<file path="config.mk">
export PLATFORM = sky130hd
export DESIGN_NAME = virtual_timer_multiplexer
export DESIGN_NICKNAME = d
export VERILOG_FILES = /design/src/vtm_pkg.sv /design/src/vtm_ctrl.sv /design/src/vtm_datapath.sv /design/src/virtual_timer_multiplexer.sv
export SDC_FILE = /design/constraint.sdc
export NUM_CORES = 1
export LEC_CHECK = 0
export BUFFER_PORTS_ARGS = -buffer_cell sky130_fd_sc_hd__buf_4
export CAP_MARGIN = 20
export CORE_MARGIN = 2
export CORE_UTILIZATION = 50
export DETAILED_ROUTE_END_ITERATION = 10
export PLACE_DENSITY = 0.78
export SYNTH_ARGS = -nofsm -noshare
export SYNTH_HDL_FRONTEND = slang
export SYNTH_SLANG_ARGS = --single-unit
</file>
<file path="constraint.sdc">
create_clock -name clk -period 9.8 [get_ports clk]
set_input_delay 0.49 -clock clk [delete_from_list [all_inputs] [get_ports clk]]
set_output_delay 0.49 -clock clk [all_outputs]
set_load 0.05 [all_outputs]
</file>
<file path="src/vtm_pkg.sv">
package vtm_pkg;

  localparam int NUM_TIMERS_DEFAULT = 8;

  localparam logic [7:0] MAX_INTERVAL_RESET = 8'd250;
  localparam logic [7:0] COMPARE_HI = 8'd250;
  localparam logic [7:0] COMPARE_LO = 8'd2;
  localparam logic signed [33:0] EXPIRE_LEVEL = 34'sd2;
  localparam logic [33:0] REM_MIN = {1'b1, 33'd0};

  typedef enum logic [1:0] {
    CMD_START = 2'd0,
    CMD_STOP  = 2'd1,
    CMD_FIRE  = 2'd2
  } cmd_t;

  typedef enum logic [2:0] {
    ST_IDLE,
    ST_EXEC,
    ST_SCAN,
    ST_FIN,
    ST_RESP
  } state_t;

  typedef struct packed {
    logic latch;
    logic exec;
    logic scan;
    logic finish;
  } ctrl_cmd_t;

  typedef struct packed {
    logic is_fire;
    logic scan_last;
  } dp_status_t;

  function automatic logic [7:0] compare_of(input logic [7:0] v);
    logic [7:0] r;
    if (v > COMPARE_HI) begin
      r = COMPARE_HI;
    end else if (v <= COMPARE_LO) begin
      r = COMPARE_LO;
    end else begin
      r = v - 8'd1;
    end
    return r;
  endfunction

endpackage

</file>
<file path="src/vtm_ctrl.sv">
module vtm_ctrl (
  input  logic                   clk,
  input  logic                   rst,
  input  logic                   start,
  input  vtm_pkg::dp_status_t    dp_status,
  output vtm_pkg::ctrl_cmd_t     ctrl_cmd,
  output logic                   busy,
  output logic                   done
);

  vtm_pkg::state_t state;
  vtm_pkg::state_t state_next;

  always_ff @(posedge clk) begin
    if (rst) begin
      state <= vtm_pkg::ST_IDLE;
    end else begin
      state <= state_next;
    end
  end

  always_comb begin
    state_next = state;
    case (state)
      vtm_pkg::ST_IDLE: begin
        if (start) state_next = vtm_pkg::ST_EXEC;
      end
      vtm_pkg::ST_EXEC: begin
        if (dp_status.is_fire) state_next = vtm_pkg::ST_SCAN;
        else state_next = vtm_pkg::ST_RESP;
      end
      vtm_pkg::ST_SCAN: begin
        if (dp_status.scan_last) state_next = vtm_pkg::ST_FIN;
      end
      vtm_pkg::ST_FIN: begin
        state_next = vtm_pkg::ST_RESP;
      end
      vtm_pkg::ST_RESP: begin
        state_next = vtm_pkg::ST_IDLE;
      end
      default: begin
        state_next = vtm_pkg::ST_IDLE;
      end
    endcase
  end

  always_comb begin
    ctrl_cmd = '0;
    busy = 1'b1;
    done = 1'b0;
    case (state)
      vtm_pkg::ST_IDLE: begin
        busy = 1'b0;
        ctrl_cmd.latch = start;
      end
      vtm_pkg::ST_EXEC: begin
        ctrl_cmd.exec = 1'b1;
      end
      vtm_pkg::ST_SCAN: begin
        ctrl_cmd.scan = 1'b1;
      end
      vtm_pkg::ST_FIN: begin
        ctrl_cmd.finish = 1'b1;
      end
      vtm_pkg::ST_RESP: begin
        done = 1'b1;
      end
      default: begin
        busy = 1'b1;
      end
    endcase
  end

endmodule

</file>
<file path="src/vtm_datapath.sv">
module vtm_datapath #(
  parameter int NUM_TIMERS = vtm_pkg::NUM_TIMERS_DEFAULT
) (
  input  logic                 clk,
  input  logic                 rst,
  input  vtm_pkg::ctrl_cmd_t   ctrl_cmd,
  output vtm_pkg::dp_status_t  dp_status,
  input  logic                 cfg_we,
  input  logic [7:0]           cfg_data,
  input  logic [1:0]           cmd,
  input  logic [7:0]           timer_id,
  input  logic [7:0]           repeat_mode,
  input  logic [31:0]          period,
  input  logic [7:0]           counter_now,
  output logic                 status,
  output logic [7:0]           expired_mask,
  output logic [7:0]           current_interval,
  output logic [7:0]           compare_value
);

  localparam int IDX_W = (NUM_TIMERS > 1) ? $clog2(NUM_TIMERS) : 1;

  logic [7:0]            max_interval;
  logic [1:0]            cmd_q;
  logic [7:0]            id_q;
  logic [7:0]            mode_q;
  logic [31:0]           period_q;
  logic [7:0]            now_q;

  logic [NUM_TIMERS-1:0] running_mask;
  logic [31:0]           period_store [NUM_TIMERS];
  logic [33:0]           remaining_store [NUM_TIMERS];
  logic                  repeat_flags [NUM_TIMERS];
  logic [7:0]            interval_reg;
  logic [7:0]            compare_reg;

  logic [IDX_W-1:0]      idx;
  logic [7:0]            best;
  logic [7:0]            expired;

  logic                  id_ok;
  logic [IDX_W-1:0]      id_idx;
  logic [32:0]           start_sum;
  logic                  start_ok;
  logic                  start_shorter;

  logic [33:0]           rem_cur;
  logic [34:0]           rem_diff;
  logic [33:0]           rem_sub;
  logic                  expire;
  logic [33:0]           rem_new;
  logic                  still_run;
  logic [7:0]            best_next;

  assign id_ok = id_q < 8'(NUM_TIMERS);
  assign id_idx = id_q[IDX_W-1:0];
  assign start_sum = {1'b0, period_q} + 33'(now_q);
  assign start_ok = id_ok && (mode_q <= 8'd1);
  assign start_shorter = start_sum < 33'(interval_reg);

  always_comb begin
    rem_cur = remaining_store[idx];
    rem_diff = {rem_cur[33], rem_cur} - (35'(interval_reg) + 35'd1);
    if (rem_diff[34] && !rem_diff[33]) begin
      rem_sub = vtm_pkg::REM_MIN;
    end else begin
      rem_sub = rem_diff[33:0];
    end
    expire = $signed(rem_sub) <= vtm_pkg::EXPIRE_LEVEL;
    if (expire && repeat_flags[idx]) begin
      rem_new = rem_sub + {2'b00, period_store[idx]};
    end else begin
      rem_new = rem_sub;
    end
    still_run = running_mask[idx] && (!expire || repeat_flags[idx]);
    best_next = best;
    if (still_run) begin
      if (rem_new[33]) begin
        best_next = 8'd0;
      end else if (rem_new[32:0] < 33'(best)) begin
        best_next = rem_new[7:0];
      end
    end
  end

  assign dp_status.is_fire = cmd_q == vtm_pkg::CMD_FIRE;
  assign dp_status.scan_last = idx == IDX_W'(NUM_TIMERS - 1);

  always_ff @(posedge clk) begin
    if (rst) begin
      max_interval <= vtm_pkg::MAX_INTERVAL_RESET;
    end else if (cfg_we) begin
      max_interval <= cfg_data;
    end
  end

  always_ff @(posedge clk) begin
    if (ctrl_cmd.latch) begin
      cmd_q <= cmd;
      id_q <= timer_id;
      mode_q <= repeat_mode;
      period_q <= period;
      now_q <= counter_now;
    end
  end

  always_ff @(posedge clk) begin
    if (rst) begin
      running_mask <= '0;
      interval_reg <= vtm_pkg::MAX_INTERVAL_RESET;
      compare_reg <= vtm_pkg::compare_of(vtm_pkg::MAX_INTERVAL_RESET);
      status <= 1'b0;
      expired <= '0;
      idx <= '0;
      best <= vtm_pkg::MAX_INTERVAL_RESET;
    end else begin
      if (ctrl_cmd.exec) begin
        expired <= '0;
        idx <= '0;
        best <= max_interval;
        case (cmd_q)
          vtm_pkg::CMD_START: begin
            if (start_ok) begin
              status <= 1'b0;
              running_mask[id_idx] <= 1'b1;
              if (start_shorter) begin
                interval_reg <= start_sum[7:0];
                compare_reg <= vtm_pkg::compare_of(start_sum[7:0]);
              end
            end else begin
              status <= 1'b1;
            end
          end
          vtm_pkg::CMD_STOP: begin
            if (id_ok && running_mask[id_idx]) begin
              status <= 1'b0;
              running_mask[id_idx] <= 1'b0;
            end else begin
              status <= 1'b1;
            end
          end
          vtm_pkg::CMD_FIRE: begin
            status <= 1'b0;
          end
          default: begin
            status <= 1'b1;
          end
        endcase
      end
      if (ctrl_cmd.scan) begin
        idx <= idx + IDX_W'(1);
        best <= best_next;
        if (running_mask[idx]) begin
          running_mask[idx] <= still_run;
          if (expire) expired <= expired | (8'd1 << idx);
        end
      end
      if (ctrl_cmd.finish) begin
        interval_reg <= best;
        compare_reg <= vtm_pkg::compare_of(best);
      end
    end
  end

  always_ff @(posedge clk) begin
    if (ctrl_cmd.exec && (cmd_q == vtm_pkg::CMD_START) && start_ok) begin
      period_store[id_idx] <= period_q;
      repeat_flags[id_idx] <= mode_q[0];
      remaining_store[id_idx] <= {1'b0, start_sum};
    end else if (ctrl_cmd.scan && running_mask[idx]) begin
      remaining_store[idx] <= rem_new;
    end
  end

  assign expired_mask = expired;
  assign current_interval = interval_reg;
  assign compare_value = compare_reg;

endmodule

</file>
<file path="src/virtual_timer_multiplexer.sv">
// Channel      Direction  Handshake             Payload
// command      in         start while !busy     cmd, timer_id, repeat_mode, period, counter_now
// result       out        done, one cycle       status, expired_mask, current_interval,
//                                               compare_value
// max_interval in         cfg_we                cfg_data
//
// Start, stop and undefined commands give their result in the result state, after the execute state.
// A compare-fired command passes through the execute, scan and finish states before its result;
// the scan visits one timer register per cycle.
// Reset is synchronous and needs no clearing pass; timer entries are written before use.
// The result cannot be stalled; busy stays high until the result cycle has ended.
module virtual_timer_multiplexer #(
  parameter int NUM_TIMERS = vtm_pkg::NUM_TIMERS_DEFAULT
) (
  input  logic        clk,
  input  logic        rst,
  input  logic        start,
  output logic        busy,
  input  logic [1:0]  cmd,
  input  logic [7:0]  timer_id,
  input  logic [7:0]  repeat_mode,
  input  logic [31:0] period,
  input  logic [7:0]  counter_now,
  output logic        done,
  output logic        status,
  output logic [7:0]  expired_mask,
  output logic [7:0]  current_interval,
  output logic [7:0]  compare_value,
  input  logic        cfg_we,
  input  logic [7:0]  cfg_data
);

  vtm_pkg::ctrl_cmd_t  ctrl_cmd;
  vtm_pkg::dp_status_t dp_status;

  vtm_ctrl u_ctrl (
    .clk       (clk),
    .rst       (rst),
    .start     (start),
    .dp_status (dp_status),
    .ctrl_cmd  (ctrl_cmd),
    .busy      (busy),
    .done      (done)
  );

  vtm_datapath #(
    .NUM_TIMERS (NUM_TIMERS)
  ) u_datapath (
    .clk              (clk),
    .rst              (rst),
    .ctrl_cmd         (ctrl_cmd),
    .dp_status        (dp_status),
    .cfg_we           (cfg_we),
    .cfg_data         (cfg_data),
    .cmd              (cmd),
    .timer_id         (timer_id),
    .repeat_mode      (repeat_mode),
    .period           (period),
    .counter_now      (counter_now),
    .status           (status),
    .expired_mask     (expired_mask),
    .current_interval (current_interval),
    .compare_value    (compare_value)
  );

  a_accept_busy: assert property (@(posedge clk) disable iff (rst)
    start && !busy |=> busy)
    else $error("busy did not rise after a command transaction");

  a_done_single: assert property (@(posedge clk) disable iff (rst)
    done |=> !done && !busy)
    else $error("result strobe lasted more than one cycle");

  a_done_busy: assert property (@(posedge clk) disable iff (rst)
    done |-> busy)
    else $error("result strobe while idle");

  a_compare_range: assert property (@(posedge clk) disable iff (rst)
    compare_value >= 8'd2 && compare_value <= 8'd250)
    else $error("compare value out of range");

endmodule
</file>
==> impl_metrics.json, run 1 <==
{
  "async_flop_share_pct": 0,
  "instances_no_fill": 3012,
  "grt_pass1_wl_um": 114000,
  "maxCapViolCount": 0,
  "overflow": 0,
  "synth_cell_type_count": 91,
  "route.vias.total": 18700,
  "wire_per_inst_um": 24.9,
  "grt_setup_unrepaired": "no",
  "period_share_pct": 87.7,
  "io_pins": 97,
  "slew_violations": 0,
  "power.total_mw": 6.15,
  "gp_congestion": 0.923,
  "fin_area_um2": 34300,
  "synth_common_cells": "edfxtp_1 (594), nor2_1 (147), mux4_2 (129)",
  "timing.fmax_ghz": 0.116,
  "rrSetupSlack_ps": 1200,
  "clk_pin_slew_worst_paths_ps": 60,
  "final_util_pct": 56.9,
  "clock_skew_ps": 34.3,
  "largest_reg_flops": 272,
  "grt.total_usage_pct": 23.9,
  "period_needed_ps": 8600,
  "hold_class": "input pin to register",
  "drc": 0,
  "syn_inst": 2072,
  "fin_nets": 2324,
  "avgViaCountPerCell": 6.22,
  "drtAntennaViolNets": 0,
  "clockBufferDepth": 3,
  "peakVddDrop_uv": 167,
  "die_h_um": 251,
  "place_hpwl_um": 49300,
  "top_regs": "u_datapath.remaining_store x272, u_datapath.period_store x256, u_datapath.period_q x32",
  "synth_nets": 2219,
  "p_leak_nw": 11.5,
  "setup-violations-final": 0,
  "critical_path_required_ps": 10280,
  "synth_edf_count": 594,
  "top_register": "u_datapath.remaining_store",
  "ff2ff_path_depth": 26,
  "outcome": "completed",
  "worst_ep_arrival_time_ps": 9070,
  "hold_ws_ps": 53.9,
  "pre_cts_ws_ps": 1360,
  "start_util_pct": 50.6,
  "num_rows": 90,
  "cts_buffers": 66,
  "hold_depth": 1,
  "tns_ps": 0,
  "cts_setup_buffers": 0,
  "grt_max_degree": 69,
  "syn2layout_area_growth_pct": 12.5,
  "dp.cells": 2890,
  "hold_buffers": 0,
  "yosysMostFrequentCell": "edfxtp_1",
  "cts_tree": "yes",
  "power_density_nw_per_um2": 179,
  "cts_max_level": 3,
  "crit_fanout": 44,
  "yosysWarnings": 0,
  "fin_ws_ps": 1200,
  "synth_flop_cell": "edfxtp_1",
  "path_class": "register to register",
  "endpoint_kind": "register",
  "synth_seq_cells": 652,
  "dpl_cell_area_um2": 32200,
  "clock_latency_ps": 610,
  "die_x_um": 251,
  "clock-sinks": 652,
  "drt-total-wl_um": 75000,
  "finalHoldViolCount": 0,
  "ctsResizeCount": 0,
  "diodes": 0,
  "synth_area_per_cell_um2": 14.7,
  "drive_above_1_share_pct": 20.7,
  "die_area_um2": 63100,
  "core_area_um2": 60400,
  "ys_seq_area_share_pct": 62.2,
  "drt_iter0_markers": 2130,
  "portBuffers": 96,
  "antenna_found_initial": 0,
  "syn_area_um2": 30500,
  "dr.pass1.iters": 6,
  "cts_root_buf": "clkbuf_16",
  "synthTopCellsByArea": "edfxtp_1 (58%), mux4_2 (9.5%), dfxtp_1 (3.8%), ha_1 (3.0%), mux2i_1 (2.7%)",
  "grt_pass1_vias": 18500,
  "worst_pin_slew_ps": 1040,
  "worstSetupStartpointType": "register",
  "max_slew_margin_pct": 30.6,
  "yosysTopAreaCell": "edfxtp_1",
  "synth_top_area_share_pct": 58.4
}
==> worst paths after layout <==
| path | start | end |
|---|---|---|
| max | register | u_datapath.best[5] |
| max reg2reg | register | u_datapath.best[5] |
| min | counter_now[5] | u_datapath.now_q[5] |
| min reg2reg | u_datapath.compare_value[1] | u_datapath.compare_value[1] |
==> kinds of logic after synthesis <==
logic type | share of synthesized area (%)
flip-flops | 62.2
AO/OA/AOI/OAI | 6.74
XOR/XNOR | 2.70
multiplexers | 14.4
adder cells (fa/ha/maj) | 3.23
buffers and inverters | 2.02
AND/OR/NAND/NOR | 8.75
==> critical path: stages (launching register included) <==
cell and delay [ps]:
dfxtp_4 820, mux4_2 580, mux2_2 280, ha_1 330, nor2b_1 170, o311ai_0 740
a31oi_1 350, nor2_2 430, and3_1 220, o21a_1 250, nor2_1 110, ha_1 250
inv_1 80, fa_1 210, nor2b_1 70, o31a_1 280, o41a_1 400, o211ai_1 490
o21bai_1 160, xor2_1 170, or4_1 540, nor4_1 340, nor4bb_1 260, nand4b_1 180
a221oi_2 360, a21oi_4 190, mux2i_1 170
==> where the power goes <==
group | internal [mW] | switching (mW)
combinational | 0.184 | 0.330
clock | 1.42 | 1.04
sequential | 3.12 | 0.0628
==> final cells by class <==
type,instances,area (um2)
Clock buffer,85,1800
Clock inverter,36,333
Fill cell,4596,26000
Inverter,53,199
Multi-Input combinational cell,1273,11000
Sequential cell,652,19000
Tap cell,782,978
Timing Repair Buffer,131,983
==> metal layers <==
layer	vias to the layer above	track usage, %	routed length, um
li1	8352	-	-
met5	-	0	0
met3	94	3.47	5490
met1	9486	34.7	32300
met2	805	37.9	35700
met4	0	6.48	1460
==> cell usage in the layout (no fill, tap or decap), drive strengths merged, types with 27 or more instances in the layout <==
cell type / Yosys / final
a31oi: 28 / 28
xnor2: 68 / 68
a21oi: 77 / 77
nor4: 32 / 32
mux4: 131 / 131
buf: 34 / 131
o21ai: 48 / 48
mux2: 53 / 53
nor3: 46 / 46
nand3: 44 / 44
nand2: 110 / 110
inv: 53 / 58
edfxtp: 594 / 594
a21o: 27 / 27
ha: 74 / 74
nor2: 148 / 148
clkbuf: 60 / 85
mux2i: 82 / 82
dfxtp: 58 / 58
(Power assumes the default switching activity.)
==> run 2, diff against run 1 <==
BUFFER_PORTS_ARGS = unset   (was -buffer_cell sky130_fd_sc_hd__buf_4)
DONT_BUFFER_PORTS = 1   (was unset)
PLACE_DENSITY = 0.77   (was 0.78)
==> run 2 against run 1 <==
  * Sequential share of layout area is 0.087 points higher
  * Power barely moved
  * Design area fell by 0.16%
  * Register-to-register slack worse by 250 ps
  * Clock skew is 0.83 ps lower
  * Clock power is essentially flat
  * Global-route usage up 0.98 points
  * Combinational power down 0.8%
  * Worst hold slack worse by 32 ps
  * First-iteration DRC count down 11%
  * Clock-buffer cell count down 3
  * Via count is 1.1% higher
  * Critical endpoint is now u_datapath.best[6]
  * Largest cell class unchanged
==> impl_metrics.json, run 2 (synthesis results as in run 1) <==
{
  "outcome": "completed",
  "dp.cells": 2795,
  "maxCapViolCount": 0,
  "top_register": "u_datapath.remaining_store",
  "drtAntennaViolNets": 0,
  "p_leak_nw": 11.2,
  "worstSetupStartpointType": "register",
  "slew_violations": 0,
  "hold_buffers": 71,
  "cts_setup_buffers": 0,
  "syn2layout_area_growth_pct": 12.3,
  "final_util_pct": 56.8,
  "fin_nets": 2300,
  "dr.pass1.iters": 5,
  "endpoint_kind": "register",
  "hold_ws_ps": 22.3,
  "power.total_mw": 6.15,
  "multiInputGateArea_um2": 11000,
  "avgViaCountPerCell": 6.34,
  "cts_root_buf": "clkbuf_16",
  "worst_ep_arrival_time_ps": 9330,
  "setup-violations-final": 0,
  "start_util_pct": 50.6,
  "wire_per_inst_um": 26.1,
  "drive_above_1_share_pct": 16.5,
  "die_x_um": 251,
  "path_class": "register to register",
  "clk_pin_slew_worst_paths_ps": 60,
  "power_density_nw_per_um2": 179,
  "grt_setup_unrepaired": "no",
  "timing.fmax_ghz": 0.113,
  "largest_reg_flops": 272,
  "final_cell_mix": "edfxtp_1 (594), nor2_1 (137), mux4_2 (129)",
  "clock_skew_ps": 33.5,
  "die_h_um": 251,
  "clockBufferDepth": 3,
  "overflow": 0,
  "regArea_um2": 19000,
  "drc": 0,
  "peakVddDrop_uv": 182,
  "cts_tree": "yes",
  "tns_ps": 0,
  "final_common_cell": "edfxtp_1",
  "critical_path_required_ps": 10290,
  "max_slew_margin_pct": 24.9,
  "worst_pin_slew_ps": 1120,
  "num_rows": 90,
  "core_area_um2": 60400,
  "die_area_um2": 63100,
  "grt_pass1_wl_um": 118000,
  "grt_pass1_vias": 19000,
  "drt-total-wl_um": 77900,
  "clock-sinks": 652,
  "crit_fanout": 27,
  "place_hpwl_um": 48900,
  "instances_no_fill": 2986,
  "fillCellCount": 4564,
  "route.vias.total": 18900,
  "cts_buffers": 67,
  "drt_iter0_markers": 1904,
  "antenna_found_initial": 1,
  "grt_max_degree": 69,
  "finalHoldViolCount": 0,
  "cts_max_level": 3,
  "hold_class": "input pin to register",
  "grt.total_usage_pct": 24.8,
  "ctsResizeCount": 0,
  "io_pins": 97,
  "clock_latency_ps": 620,
  "period_share_pct": 90.2,
  "gp_congestion": 0.961,
  "top_regs": "u_datapath.remaining_store x272, u_datapath.period_store x256, u_datapath.period_q x32",
  "period_needed_ps": 8840,
  "portBuffers": 0
}
run 2: cell types whose count changed in the layout (fill, tap and decap cells not counted), sizes merged:
cell         change
buf             -96
dlygate4sd3     +71
clkbuf           -3
clkinv           -5
inv              +1
clkinvlp         +5
diode            +1
run 2: worst paths after layout:
path | start | endpoint | slack (ps) | cells after the start
worst max-delay path | register | u_datapath.best[6] | 960 | 25
worst min-delay path | cfg_data[0] | u_datapath.max_interval[0] | 20 | 2
worst max register to register | register | u_datapath.best[6] | 960 | 25
worst min register to register | u_datapath.max_interval[0] | u_datapath.max_interval[0] | 510 | 2
run 2: stage by stage:
stage,area [um2],setup slack [ps]
3_3_place_gp,31500,1240
3_5_place_dp,31500,1060
6_report,34300,958
2_1_floorplan,30500,751
5_1_grt,34300,546
4_1_cts,34300,1050
run 2: critical path: stages (launching register included):
cell,delay (ps)
dfxtp_4,700
mux4_2,570
mux2_2,290
ha_1,330
nor2b_1,170
o311ai_0,740
a31oi_1,390
nor2_2,450
and3_1,220
o21a_1,230
or2_2,190
inv_1,60
ha_1,310
a211o_1,330
a2111oi_0,400
o21bai_1,230
a31oi_1,740
o21bai_1,140
xor2_1,180
or4_1,530
nor4_1,340
nor4bb_1,250
nand4b_1,180
a221oi_2,360
a21oi_4,190
mux2i_1,160
run 2: final cells by class:
| type | count | area share [%] |
|---|---|---|
| repair buffers | 106 | 2.84 |
| diodes | 1 | 0.00730 |
| inverters | 53 | 0.580 |
| multi-input cells | 1273 | 32.2 |
| well taps | 782 | 2.85 |
| flip-flops and latches | 652 | 55.4 |
| clock inverters | 37 | 0.941 |
| clock buffers | 82 | 5.14 |
run 2: metal layers:
metal | track usage (%) | vias to the layer above | wire, um
met1 | 34.5 | 9676 | 32500
met3 | 3.54 | 139 | 5390
met5 | 0 | - | 0
met4 | 7.33 | 0 | 1890
met2 | 41.1 | 828 | 38100
li1 | - | 8295 | -
run 2: where the power goes:
part	switching [mW]	internal, mW
clock network	1.06	1.39
registers	0.0681	3.12
logic	0.326	0.184
total	1.45	4.70
==> run 3, diff against run 2 <==
CELL_PAD_IN_SITES_DETAIL_PLACEMENT = 0   (was unset)
CELL_PAD_IN_SITES_GLOBAL_PLACEMENT = 2   (was unset)
CORE_UTILIZATION = 47   (was 50)
PLACE_DENSITY = 0.92   (was 0.77)
==> run 3 against run 2 <==
  * Die area increased by 6.3%
  * Combinational power about the same
  * Clock skew decreased by 8.0 ps
  * Sequential power about the same
  * Worst hold slack improved by 3.6 ps
  * First-iteration DRC count increased by 1.5%
  * Largest power group unchanged
==> impl_metrics.json, run 3 (synthesis results as in run 1) <==
{
  "io_pins": 97,
  "critical_path_required_ps": 10260,
  "portBuffers": 0,
  "die_area_um2": 67000,
  "drive_above_1_share_pct": 16.6,
  "grt_max_degree": 69,
  "cts_setup_buffers": 0,
  "grt_setup_unrepaired": "no",
  "clock_latency_ps": 610,
  "cts_buffers": 68,
  "clock_skew_ps": 25.5,
  "path_class": "register to register",
  "cts_max_level": 3,
  "avgViaCountPerCell": 6.11,
  "top_regs": "u_datapath.remaining_store x272, u_datapath.period_store x256, u_datapath.period_q x32",
  "wire_per_inst_um": 25.5,
  "drt_iter0_markers": 1932,
  "instances_no_fill": 3050,
  "dp.cells": 2869,
  "gp_congestion": 0.869,
  "ctsResizeCount": 0,
  "clk_pin_slew_worst_paths_ps": 70,
  "outcome": "completed",
  "dpl_cell_area_um2": 31600,
  "fin_nets": 2290,
  "clockBufferDepth": 3,
  "clock-sinks": 652,
  "cts_tree": "yes",
  "fin_area_um2": 34300,
  "worst_pin_slew_ps": 1020,
  "hold_class": "input pin to register",
  "slew_violations": 0,
  "dr.pass1.iters": 5,
  "pre_cts_ws_ps": 1100,
  "grt_pass1_wl_um": 117000,
  "final_common_cell": "edfxtp_1",
  "start_util_pct": 47.5,
  "place_hpwl_um": 49900,
  "worst_ep_arrival_time_ps": 9270,
  "rrSetupSlack_ps": 990,
  "period_needed_ps": 8810,
  "setup-violations-final": 0,
  "syn2layout_area_growth_pct": 12.5,
  "tns_ps": 0,
  "peakVddDrop_uv": 229,
  "die_h_um": 259,
  "period_share_pct": 89.9,
  "cts_root_buf": "clkbuf_16",
  "p_leak_nw": 11.3,
  "hold_buffers": 59,
  "antenna_found_initial": 1,
  "finalHoldViolCount": 0,
  "maxCapViolCount": 0,
  "endpoint_kind": "register",
  "die_x_um": 259,
  "overflow": 0,
  "power.total_mw": 6.22,
  "route.vias.total": 18600,
  "top_register": "u_datapath.remaining_store",
  "timing.fmax_ghz": 0.114,
  "core_area_um2": 64300,
  "drt-total-wl_um": 77800,
  "drtAntennaViolNets": 0,
  "final_cell_mix": "edfxtp_1 (594), nor2_1 (137), mux4_2 (129)",
  "power_density_nw_per_um2": 181,
  "fin_ws_ps": 991,
  "drc": 0,
  "grt.total_usage_pct": 23.3,
  "num_rows": 93,
  "crit_fanout": 47,
  "largest_reg_flops": 272,
  "max_slew_margin_pct": 29.8,
  "grt_pass1_vias": 18700,
  "worstSetupStartpointType": "register"
}
run 3: critical path, cell delays in order (launching register included):
cell and delay [ps]:
dfxtp_4 900, mux4_2 400, mux2_2 280, ha_1 330, nor2b_1 170, o311ai_0 740
a31oi_1 390, nor2_2 450, and3_1 220, o21a_1 270, or2_2 210, inv_1 50
ha_1 300, a211o_1 330, a2111oi_0 440, o21bai_1 220, a31oi_1 680, o21bai_1 150
xor2_1 180, or4_1 520, nor4_1 240, nor4bb_1 250, nand4b_1 180, a221oi_2 350
a21oi_4 190, mux2i_1 170
run 3: through the flow:
| stage | hold slack [ps] | utilization (%) |
|---|---|---|
| global placement | 484 | 49.1 |
| detailed placement | 506 | 49.1 |
| global route | 12.3 | 53.4 |
| CTS | 1.18 | 53.4 |
| floorplan | 443 | - |
| finish | 25.9 | 53.4 |
run 3: cell type report:
type / count / area, um2
fillers: 5092 / 30000
clock inverters: 37 / 352
diodes: 2 / 5.00
inverters: 53 / 199
repair buffers: 95 / 861
flip-flops and latches: 652 / 19000
multi-input cells: 1273 / 11100
well taps: 855 / 1070
clock buffers: 83 / 1800
run 3: layer usage:
| metal | track usage [%] | vias to the layer above | share of wire, % |
|---|---|---|---|
| li1 | - | 8277 | - |
| met1 | 33.3 | 9565 | 44 |
| met2 | 37.8 | 684 | 48 |
| met3 | 3.08 | 108 | 6.1 |
| met4 | 6.49 | 0 | 2.1 |
| met5 | 0 | - | 0 |
run 3: path summary, 6_finish.rpt:
| path | start | end | cells past startpoint |
|---|---|---|---|
| worst max-delay path | register | u_datapath.best[4] | 25 |
| worst min-delay path | cfg_data[6] | u_datapath.max_interval[6] | 2 |
| worst max register to register | register | u_datapath.best[4] | 25 |
| worst min register to register | u_datapath.max_interval[2] | u_datapath.max_interval[2] | 2 |
run 3: power by group:
| group | leakage, nW | switching [mW] | internal [mW] |
|---|---|---|---|
| logic | 4.39 | 0.329 | 0.181 |
| registers | 5.82 | 0.0666 | 3.12 |
| clock network | 1.05 | 1.05 | 1.47 |
| total | 11.3 | 1.45 | 4.77 |
